--- config.mk ---
export PLATFORM = sky130hd
export DESIGN_NAME = substring_match_counter
export DESIGN_NICKNAME = d
export VERILOG_FILES = /design/src/hdl/smc_pkg.sv /design/src/hdl/substring_match_counter.sv /design/src/hdl/smc_cell.sv /design/src/hdl/smc_out_queue.sv
export VERILOG_INCLUDE_DIRS = /design/src /design/src/hdl
export SDC_FILE = /design/constraint.sdc
export NUM_CORES = 1
export LEC_CHECK = 0
export BUFFER_PORTS_ARGS = -buffer_cell sky130_fd_sc_hd__buf_4
export CELL_PAD_IN_SITES_DETAIL_PLACEMENT = 0
export CELL_PAD_IN_SITES_GLOBAL_PLACEMENT = 1
export CORE_ASPECT_RATIO = 0.9
export CORE_MARGIN = 4
export CORE_UTILIZATION = 50
export CTS_BUF_LIST = sky130_fd_sc_hd__clkbuf_16
export DETAILED_ROUTE_END_ITERATION = 8
export PLACE_DENSITY = 0.95
export SYNTH_ARGS = -nofsm -noshare
export SYNTH_HDL_FRONTEND = slang
export SYNTH_SLANG_ARGS = --single-unit
--- constraint.sdc ---
create_clock -name i_clk -period 5 [get_ports i_clk]
set_input_delay 0.5 -clock i_clk [delete_from_list [all_inputs] [get_ports i_clk]]
set_output_delay 0.5 -clock i_clk [all_outputs]
set_load 0.03 [all_outputs]
--- src/hdl/substring_match_counter_macros.svh ---
// ----------------------------------------------------------------------------
// substring_match_counter_macros
// Assertion macros shared by the substring match counter.
// ----------------------------------------------------------------------------
`ifndef SUBSTRING_MATCH_COUNTER_MACROS_SVH
`define SUBSTRING_MATCH_COUNTER_MACROS_SVH

// Same-cycle implication, disabled during reset.
`define SMC_ASSERT_NOW(lbl, clk, rst_n, ante, cons, msg) \
    lbl: assert property (@(posedge clk) disable iff (!rst_n) (ante) |-> (cons)) \
        else $error(msg);

// Next-cycle implication, disabled during reset.
`define SMC_ASSERT_NEXT(lbl, clk, rst_n, ante, cons, msg) \
    lbl: assert property (@(posedge clk) disable iff (!rst_n) (ante) |=> (cons)) \
        else $error(msg);

`endif

--- src/hdl/smc_pkg.sv ---
// ----------------------------------------------------------------------------
// smc_pkg
// Types and constants of the substring match counter.
// ----------------------------------------------------------------------------
package smc_pkg;

    localparam int BYTE_W    = 8;
    localparam int WORD_W    = 64;
    localparam int PAT_WORDS = 4;
    localparam int PAT_BYTES = 32;
    localparam int WORD_BYTES = WORD_W / BYTE_W;
    localparam int LEN_W     = 6;
    localparam int LEN_CMP_W = LEN_W + 1;
    localparam int CNT_W     = 16;
    localparam int CFG_IDX_W = 3;
    localparam logic [CNT_W-1:0] CNT_MAX = '1;

    typedef enum logic [CFG_IDX_W-1:0] {
        CFG_WORD_0,
        CFG_WORD_1,
        CFG_WORD_2,
        CFG_WORD_3,
        CFG_LENGTH
    } t_cfg_index;

    typedef struct packed {
        logic              step;
        logic              clear;
        logic [BYTE_W-1:0] text_byte;
    } t_cell_ctrl;

    typedef struct packed {
        logic             match_here;
        logic [CNT_W-1:0] match_count;
        logic             found;
        logic             text_done;
    } t_result;

endpackage

--- src/hdl/substring_match_counter.sv ---
// ----------------------------------------------------------------------------
// substring_match_counter
// Exact substring search over a byte stream with a row of shift-and cells,
// a saturating occurrence count and a found flag per text.
//
//   channel  direction  signals
//   in       sink       i_valid, o_ready, i_text_byte, i_end_of_text
//   out      source     o_valid, i_ready, o_match_here, o_match_count,
//                       o_found, o_text_done
//   cfg      sink       i_cfg_valid, o_cfg_ready, i_cfg_index, i_cfg_data
//
// One byte per cycle while the output queue has room; each result is registered
// in the output queue. Every cell updates its prefix bit in the transfer cycle,
// so a result waits only in the two-entry output queue, which keeps input open.
// Input stalls only when both queue entries are held by the output side.
// Synchronous active-low reset clears pattern, length, cells and counters.
// ----------------------------------------------------------------------------
module substring_match_counter
    import smc_pkg::*;
#(
    parameter int MAX_PATTERN = 32
) (
    input  logic                 i_clk,
    input  logic                 i_rst_n,
    input  logic                 i_valid,
    output logic                 o_ready,
    input  logic [BYTE_W-1:0]    i_text_byte,
    input  logic                 i_end_of_text,
    output logic                 o_valid,
    input  logic                 i_ready,
    output logic                 o_match_here,
    output logic [CNT_W-1:0]     o_match_count,
    output logic                 o_found,
    output logic                 o_text_done,
    input  logic                 i_cfg_valid,
    output logic                 o_cfg_ready,
    input  logic [CFG_IDX_W-1:0] i_cfg_index,
    input  logic [WORD_W-1:0]    i_cfg_data
);

`include "substring_match_counter_macros.svh"

    logic [PAT_WORDS-1:0][WORD_W-1:0] r_pattern;
    logic [LEN_W-1:0]                 r_len;
    logic [CNT_W-1:0]                 r_count;
    logic [CNT_W-1:0]                 n_count;
    logic                             r_found;
    logic                             n_found;
    logic [LEN_CMP_W-1:0]             w_len_eff;
    logic [MAX_PATTERN-1:0]           w_bits;
    logic [MAX_PATTERN-1:0]           w_next;
    logic [MAX_PATTERN-1:0]           w_last_sel;
    logic                             w_accept;
    logic                             w_hit;
    t_cell_ctrl                       w_ctrl;
    t_result                          w_result;
    t_result                          w_out;

    assign o_cfg_ready = 1'b1;

    always_ff @(posedge i_clk) begin
        if (!i_rst_n) begin
            r_pattern <= '0;
            r_len     <= '0;
        end else if (i_cfg_valid) begin
            unique case (t_cfg_index'(i_cfg_index))
                CFG_WORD_0: r_pattern[0] <= i_cfg_data;
                CFG_WORD_1: r_pattern[1] <= i_cfg_data;
                CFG_WORD_2: r_pattern[2] <= i_cfg_data;
                CFG_WORD_3: r_pattern[3] <= i_cfg_data;
                CFG_LENGTH: r_len        <= i_cfg_data[LEN_W-1:0];
                default:    ;
            endcase
        end
    end

    assign w_len_eff = (LEN_CMP_W'(r_len) > LEN_CMP_W'(MAX_PATTERN))
                     ? LEN_CMP_W'(MAX_PATTERN) : LEN_CMP_W'(r_len);

    assign w_accept         = i_valid && o_ready;
    assign w_ctrl.step      = w_accept;
    assign w_ctrl.clear     = i_end_of_text;
    assign w_ctrl.text_byte = i_text_byte;

    for (genvar i = 0; i < MAX_PATTERN; i++) begin : g_cell
        logic              w_prev;
        logic [BYTE_W-1:0] w_pat_byte;
        logic              w_enable;

        if (i == 0) begin : g_head
            assign w_prev = 1'b1;
        end else begin : g_link
            assign w_prev = w_bits[i-1];
        end

        if (i < PAT_BYTES) begin : g_held
            assign w_pat_byte = r_pattern[i / WORD_BYTES][(i % WORD_BYTES) * BYTE_W +: BYTE_W];
        end else begin : g_blank
            assign w_pat_byte = '0;
        end

        assign w_enable      = LEN_CMP_W'(r_len) > LEN_CMP_W'(i);
        assign w_last_sel[i] = (w_len_eff == LEN_CMP_W'(i + 1));

        smc_cell u_cell (
            .i_clk          (i_clk),
            .i_rst_n        (i_rst_n),
            .i_ctrl         (w_ctrl),
            .i_prev         (w_prev),
            .i_enable       (w_enable),
            .i_pattern_byte (w_pat_byte),
            .o_bit          (w_bits[i]),
            .o_next         (w_next[i])
        );
    end

    assign w_hit = |(w_next & w_last_sel);

    always_comb begin
        n_count = r_count;
        if (w_hit && (r_count != CNT_MAX)) begin
            n_count = r_count + CNT_W'(1);
        end
        n_found = r_found || w_hit;
        w_result.match_here  = w_hit;
        w_result.match_count = n_count;
        w_result.found       = n_found;
        w_result.text_done   = i_end_of_text;
    end

    always_ff @(posedge i_clk) begin
        if (!i_rst_n) begin
            r_count <= '0;
            r_found <= 1'b0;
        end else if (w_accept) begin
            if (i_end_of_text) begin
                r_count <= '0;
                r_found <= 1'b0;
            end else begin
                r_count <= n_count;
                r_found <= n_found;
            end
        end
    end

    smc_out_queue u_out_queue (
        .i_clk        (i_clk),
        .i_rst_n      (i_rst_n),
        .i_push_valid (i_valid),
        .o_push_ready (o_ready),
        .i_data       (w_result),
        .o_pop_valid  (o_valid),
        .i_pop_ready  (i_ready),
        .o_data       (w_out)
    );

    assign o_match_here  = w_out.match_here;
    assign o_match_count = w_out.match_count;
    assign o_found       = w_out.found;
    assign o_text_done   = w_out.text_done;

    `SMC_ASSERT_NOW(a_hit_counted, i_clk, i_rst_n, o_valid && o_match_here, o_found && (o_match_count != '0), "match reported without found flag or count")
    `SMC_ASSERT_NEXT(a_text_clears, i_clk, i_rst_n, w_accept && i_end_of_text, (r_count == '0) && !r_found && (w_bits == '0), "state not cleared after end of text")
    `SMC_ASSERT_NOW(a_empty_no_hit, i_clk, i_rst_n, r_len == '0, !w_hit && (w_bits == '0), "empty pattern produced a partial match")

endmodule

--- src/hdl/smc_cell.sv ---
// ----------------------------------------------------------------------------
// smc_cell
// One pattern position: holds whether the pattern prefix ending here matched
// at the previous byte and extends it from the neighbor cell.
// ----------------------------------------------------------------------------
module smc_cell
    import smc_pkg::*;
(
    input  logic              i_clk,
    input  logic              i_rst_n,
    input  t_cell_ctrl        i_ctrl,
    input  logic              i_prev,
    input  logic              i_enable,
    input  logic [BYTE_W-1:0] i_pattern_byte,
    output logic              o_bit,
    output logic              o_next
);

    logic r_bit;
    logic n_bit;

    always_comb begin
        o_next = i_prev && i_enable && (i_ctrl.text_byte == i_pattern_byte);
        n_bit  = i_ctrl.clear ? 1'b0 : o_next;
    end

    always_ff @(posedge i_clk) begin
        if (!i_rst_n) begin
            r_bit <= 1'b0;
        end else if (i_ctrl.step) begin
            r_bit <= n_bit;
        end
    end

    assign o_bit = r_bit;

endmodule

--- src/hdl/smc_out_queue.sv ---
// ----------------------------------------------------------------------------
// smc_out_queue
// Two-entry result queue between the cell row and the output channel.
// ----------------------------------------------------------------------------
module smc_out_queue
    import smc_pkg::*;
(
    input  logic    i_clk,
    input  logic    i_rst_n,
    input  logic    i_push_valid,
    output logic    o_push_ready,
    input  t_result i_data,
    output logic    o_pop_valid,
    input  logic    i_pop_ready,
    output t_result o_data
);

    logic [1:0] r_cnt;
    logic [1:0] n_cnt;
    logic [1:0] w_slot;
    logic       w_push;
    logic       w_pop;
    t_result    r_q0;
    t_result    r_q1;
    t_result    n_q0;
    t_result    n_q1;

    assign o_push_ready = (r_cnt != 2'd2);
    assign o_pop_valid  = (r_cnt != 2'd0);
    assign o_data       = r_q0;
    assign w_push       = i_push_valid && o_push_ready;
    assign w_pop        = o_pop_valid && i_pop_ready;
    assign w_slot       = r_cnt - {1'b0, w_pop};

    always_comb begin
        n_q0  = r_q0;
        n_q1  = r_q1;
        n_cnt = r_cnt + {1'b0, w_push} - {1'b0, w_pop};
        if (w_pop) begin
            n_q0 = r_q1;
        end
        if (w_push) begin
            if (w_slot == 2'd0) begin
                n_q0 = i_data;
            end else begin
                n_q1 = i_data;
            end
        end
    end

    always_ff @(posedge i_clk) begin
        if (!i_rst_n) begin
            r_cnt <= 2'd0;
        end else begin
            r_cnt <= n_cnt;
        end
    end

    always_ff @(posedge i_clk) begin
        r_q0 <= n_q0;
        r_q1 <= n_q1;
    end

endmodule
==> qor.yml <==
status: "finished clean"
synth_compound_area_share_pct: 14.79
synthMuxAreaShare_pct: 0.8850
finalCritPeriodShare_pct: 81.61
yosys.area_share.simple_pct: 25.09
ys_warn_count: 0
wl_per_cell_um: 21.20
first_iter_violations: 1891
clk_latency_ns: 0.54
dp_hpwl_um: 37930
grt_max_degree: 138
synth_flop_cell: "dfxtp_1"
clkTransAtPathRegs_ns: 0.06
start_kind: "flip-flop"
first_pass_iters: 6
worstPathRequired_ns: 5.43
stdcell_area_um2: 19480
ant_nets: 0
timing_worst_setup_path_type: "flip-flop to flip-flop"
core_um2: 34270
nNetsFinal: 2302
synth.avg_cell_area_um2: 7.901
dp.cells: 2641
fin_cells: 2708
final-setup-viol-count: 0
yosys.area_share.xor_xnor_pct: 12.94
worst_path_max_delay_cell: "dfxtp_1"
fin_setup_tns_ns: 0
portBuffers: 101
dieWidth_um: 205.4
ios: 103
antenna_found_initial: 0
whs_ns: 0.2275
synth_cells: 2219
max_stage_delay_ns: 0.96
ctsHoldBuffers: 0
synth_async_sr_flop_share_pct: 0
critPathTopFamily: "compound AO/OA/AOI/OAI gates"
maxSlewViolCount: 0
grtUsageMet2_pct: 46.31
cts_tree: "built"
antennaDiodeCount: 0
p_leak_nw: 6.328
grt_usage_pct: 29.42
wl_um: 57420
fp-row-count: 64
finalPower_mw: 7.061
worstMarginPinSlew_ns: 1.225
powerDensity_nw_per_um2: 362.4
die_area_um2: 38130
cts_num_sinks: 350
hp-class: "primary input to flip-flop"
path_cells: "nand2b_1 > o311ai_1 > nor4_1 > a2111oi_0 > nand4_1 > o31ai_4 > mux2_2 > a21o_1"
rsz0062_at_grt: "no"
use_met1_pct: 41.80
htreeDepth: 2
ys_seq_elements: 350
worstSetupEndpointType: "flip-flop"
syn_nets: 2303
synth_top_family_by_area: "simple AND/OR/NAND/NOR gates"
cp.arrival_ns: 4.51
drcViolationCount: 0
cts_made_buffers: 37
cts_buffer_depth: 3
postCtsSetupBuffers: 0
place.gp.congestion: 1.011
fin_crit_ns: 4.081
slew_headroom_pct: 18.34
synth_seq_area_share_pct: 41.05
grt_pass1_vias: 15620
finalHoldViolCount: 0
crit_path_max_fanout: 28
fin_worst_skew_ns: 0.02184
met3_usage_pct: 4.948
max_cap_viol_count: 0
synthAdderAreaFrac_pct: 0.2141
layout-drive-gt1-share_pct: 9.172
vias_per_cell: 6.020
fmax_mhz: 245.1
synth_edf_count: 19
cts_resized: 0
yosysUniqueCellTypes: 70
clock-root-buffer: "clkbuf_16"
grt_pass1_wl_um: 89330
path_buf_inv: 0
netlist_area_um2: 17530
grt_overflow: 0
num_vias: 16300
grt_busiest_layer: "met2"
place_area_um2: 18300
fp.dieH_um: 185.6
ir_worst_vdd_uv: 270.8
areaGrowthSynthToFinish_pct: 11.13
initial_core_util_pct: 51.15
-- final timing paths --
kind,start,end,slack (ns),depth (start not counted)
max,r_len[1],u_out_queue.o_data[3],0.92,8
min,i_cfg_data[7],g_cell[24].w_pat_byte[7],0.23,3
max reg2reg,r_len[1],u_out_queue.o_data[3],0.92,8
min reg2reg,g_cell[18].u_cell.o_bit,g_cell[18].u_cell.o_bit,0.45,2
-- state kept, by name (all words and copies together) (netlist names) --
name / cells
g_cell.w_pat_byte: 256
g_cell.u_cell.o_bit: 31
u_out_queue.o_data: 19
u_out_queue.r_q1: 19
r_count: 16
r_len: 6
u_out_queue.r_cnt: 2
r_found: 1
-- synth_stat cells (all sizes together), types with 6 or more instances --
master,instances,share of area [%]
inv,13,0.28
or4,17,0.73
a31oi,32,1.1
nand3,51,1.5
nand4,67,2.4
dfxtp,331,38
nor2,53,1.1
mux2i,11,0.63
and4,6,0.30
edfxtp,19,3.3
o311ai,7,0.35
xor2,24,1.2
o21ai,21,0.60
a41oi,6,0.34
or2,6,0.21
o211ai,26,1.1
nor3,26,0.77
nand2,614,13
and2,19,0.68
xnor2,235,12
or3,15,0.54
clkbuf,102,2.2
nor4,48,1.7
a21oi,289,8.3
buf,67,2.5
a211oi,18,0.77
and3,16,0.57
-- stage by stage --
stage / utilization (%) / setup WS, ns
5_1_grt: 56.85 / 0.7643
6_report: 56.85 / 0.9194
3_5_place_dp: 53.39 / 1.092
4_1_cts: 56.85 / 1.061
3_3_place_gp: 53.39 / 1.140
2_1_floorplan: - / 1.866
-- cells in the final DEF, fill, tap and decap left out, types with 6 or more instances in the layout --
cell type,n
and4_1,6
or3_1,15
nor3_1,25
a211oi_1,18
a31oi_1,32
xor2_1,24
nor2_1,52
clkbuf_16,39
nand3_1,50
o21ai_0,21
edfxtp_1,19
or4_1,17
xnor2_1,235
nand4_1,67
mux2i_1,11
nor4_1,48
inv_1,23
buf_4,128
clkinv_1,6
dfxtp_1,331
and2_1,18
and3_1,15
nand2_1,612
a21oi_1,288
o211ai_1,26
-- kinds of logic after synthesis --
group                    after synthesis
flip-flops                           350
multiplexers                          15
other                                  1
AO/OA/AOI/OAI                        441
buffers and inverters                183
adder cells (fa/ha/maj)                3
XOR/XNOR                             259
AND/OR/NAND/NOR                      967
-- worst register-to-register path, delay by kind of cell (launching register included) --
family           cells  cell delay (ns)
AO/OA/AOI/OAI        4             1.60
AND/OR/NAND/NOR      3             1.01
flip-flops           1             0.96
multiplexers         1             0.40
-- power by group --
part | total, mW | switching [mW] | internal (mW) | leakage [nW]
registers | 3.12 | 0.104 | 3.01 | 2.87
clock network | 2.73 | 1.17 | 1.57 | 0.618
logic | 1.21 | 0.784 | 0.426 | 2.84
total | 7.06 | 2.06 | 5.01 | 6.33
-- routing by layer --
layer	share of wire (%)	up-vias
li1	-	7636
met1	44	7800
met2	44	750
met3	8.7	115
met4	2.5	0
met5	0	-
-- cell type report --
class                   count  area [µm²]
fillers                  3244       14790
repair buffers            129       980.9
clock buffers              39       975.9
flip-flops and latches    350        7197
clock inverters            28       207.7
inverters                  14       60.06
well taps                 462       578.1
multi-input cells        1686        9483
Note: power is estimated with default switching activity, not from simulation.
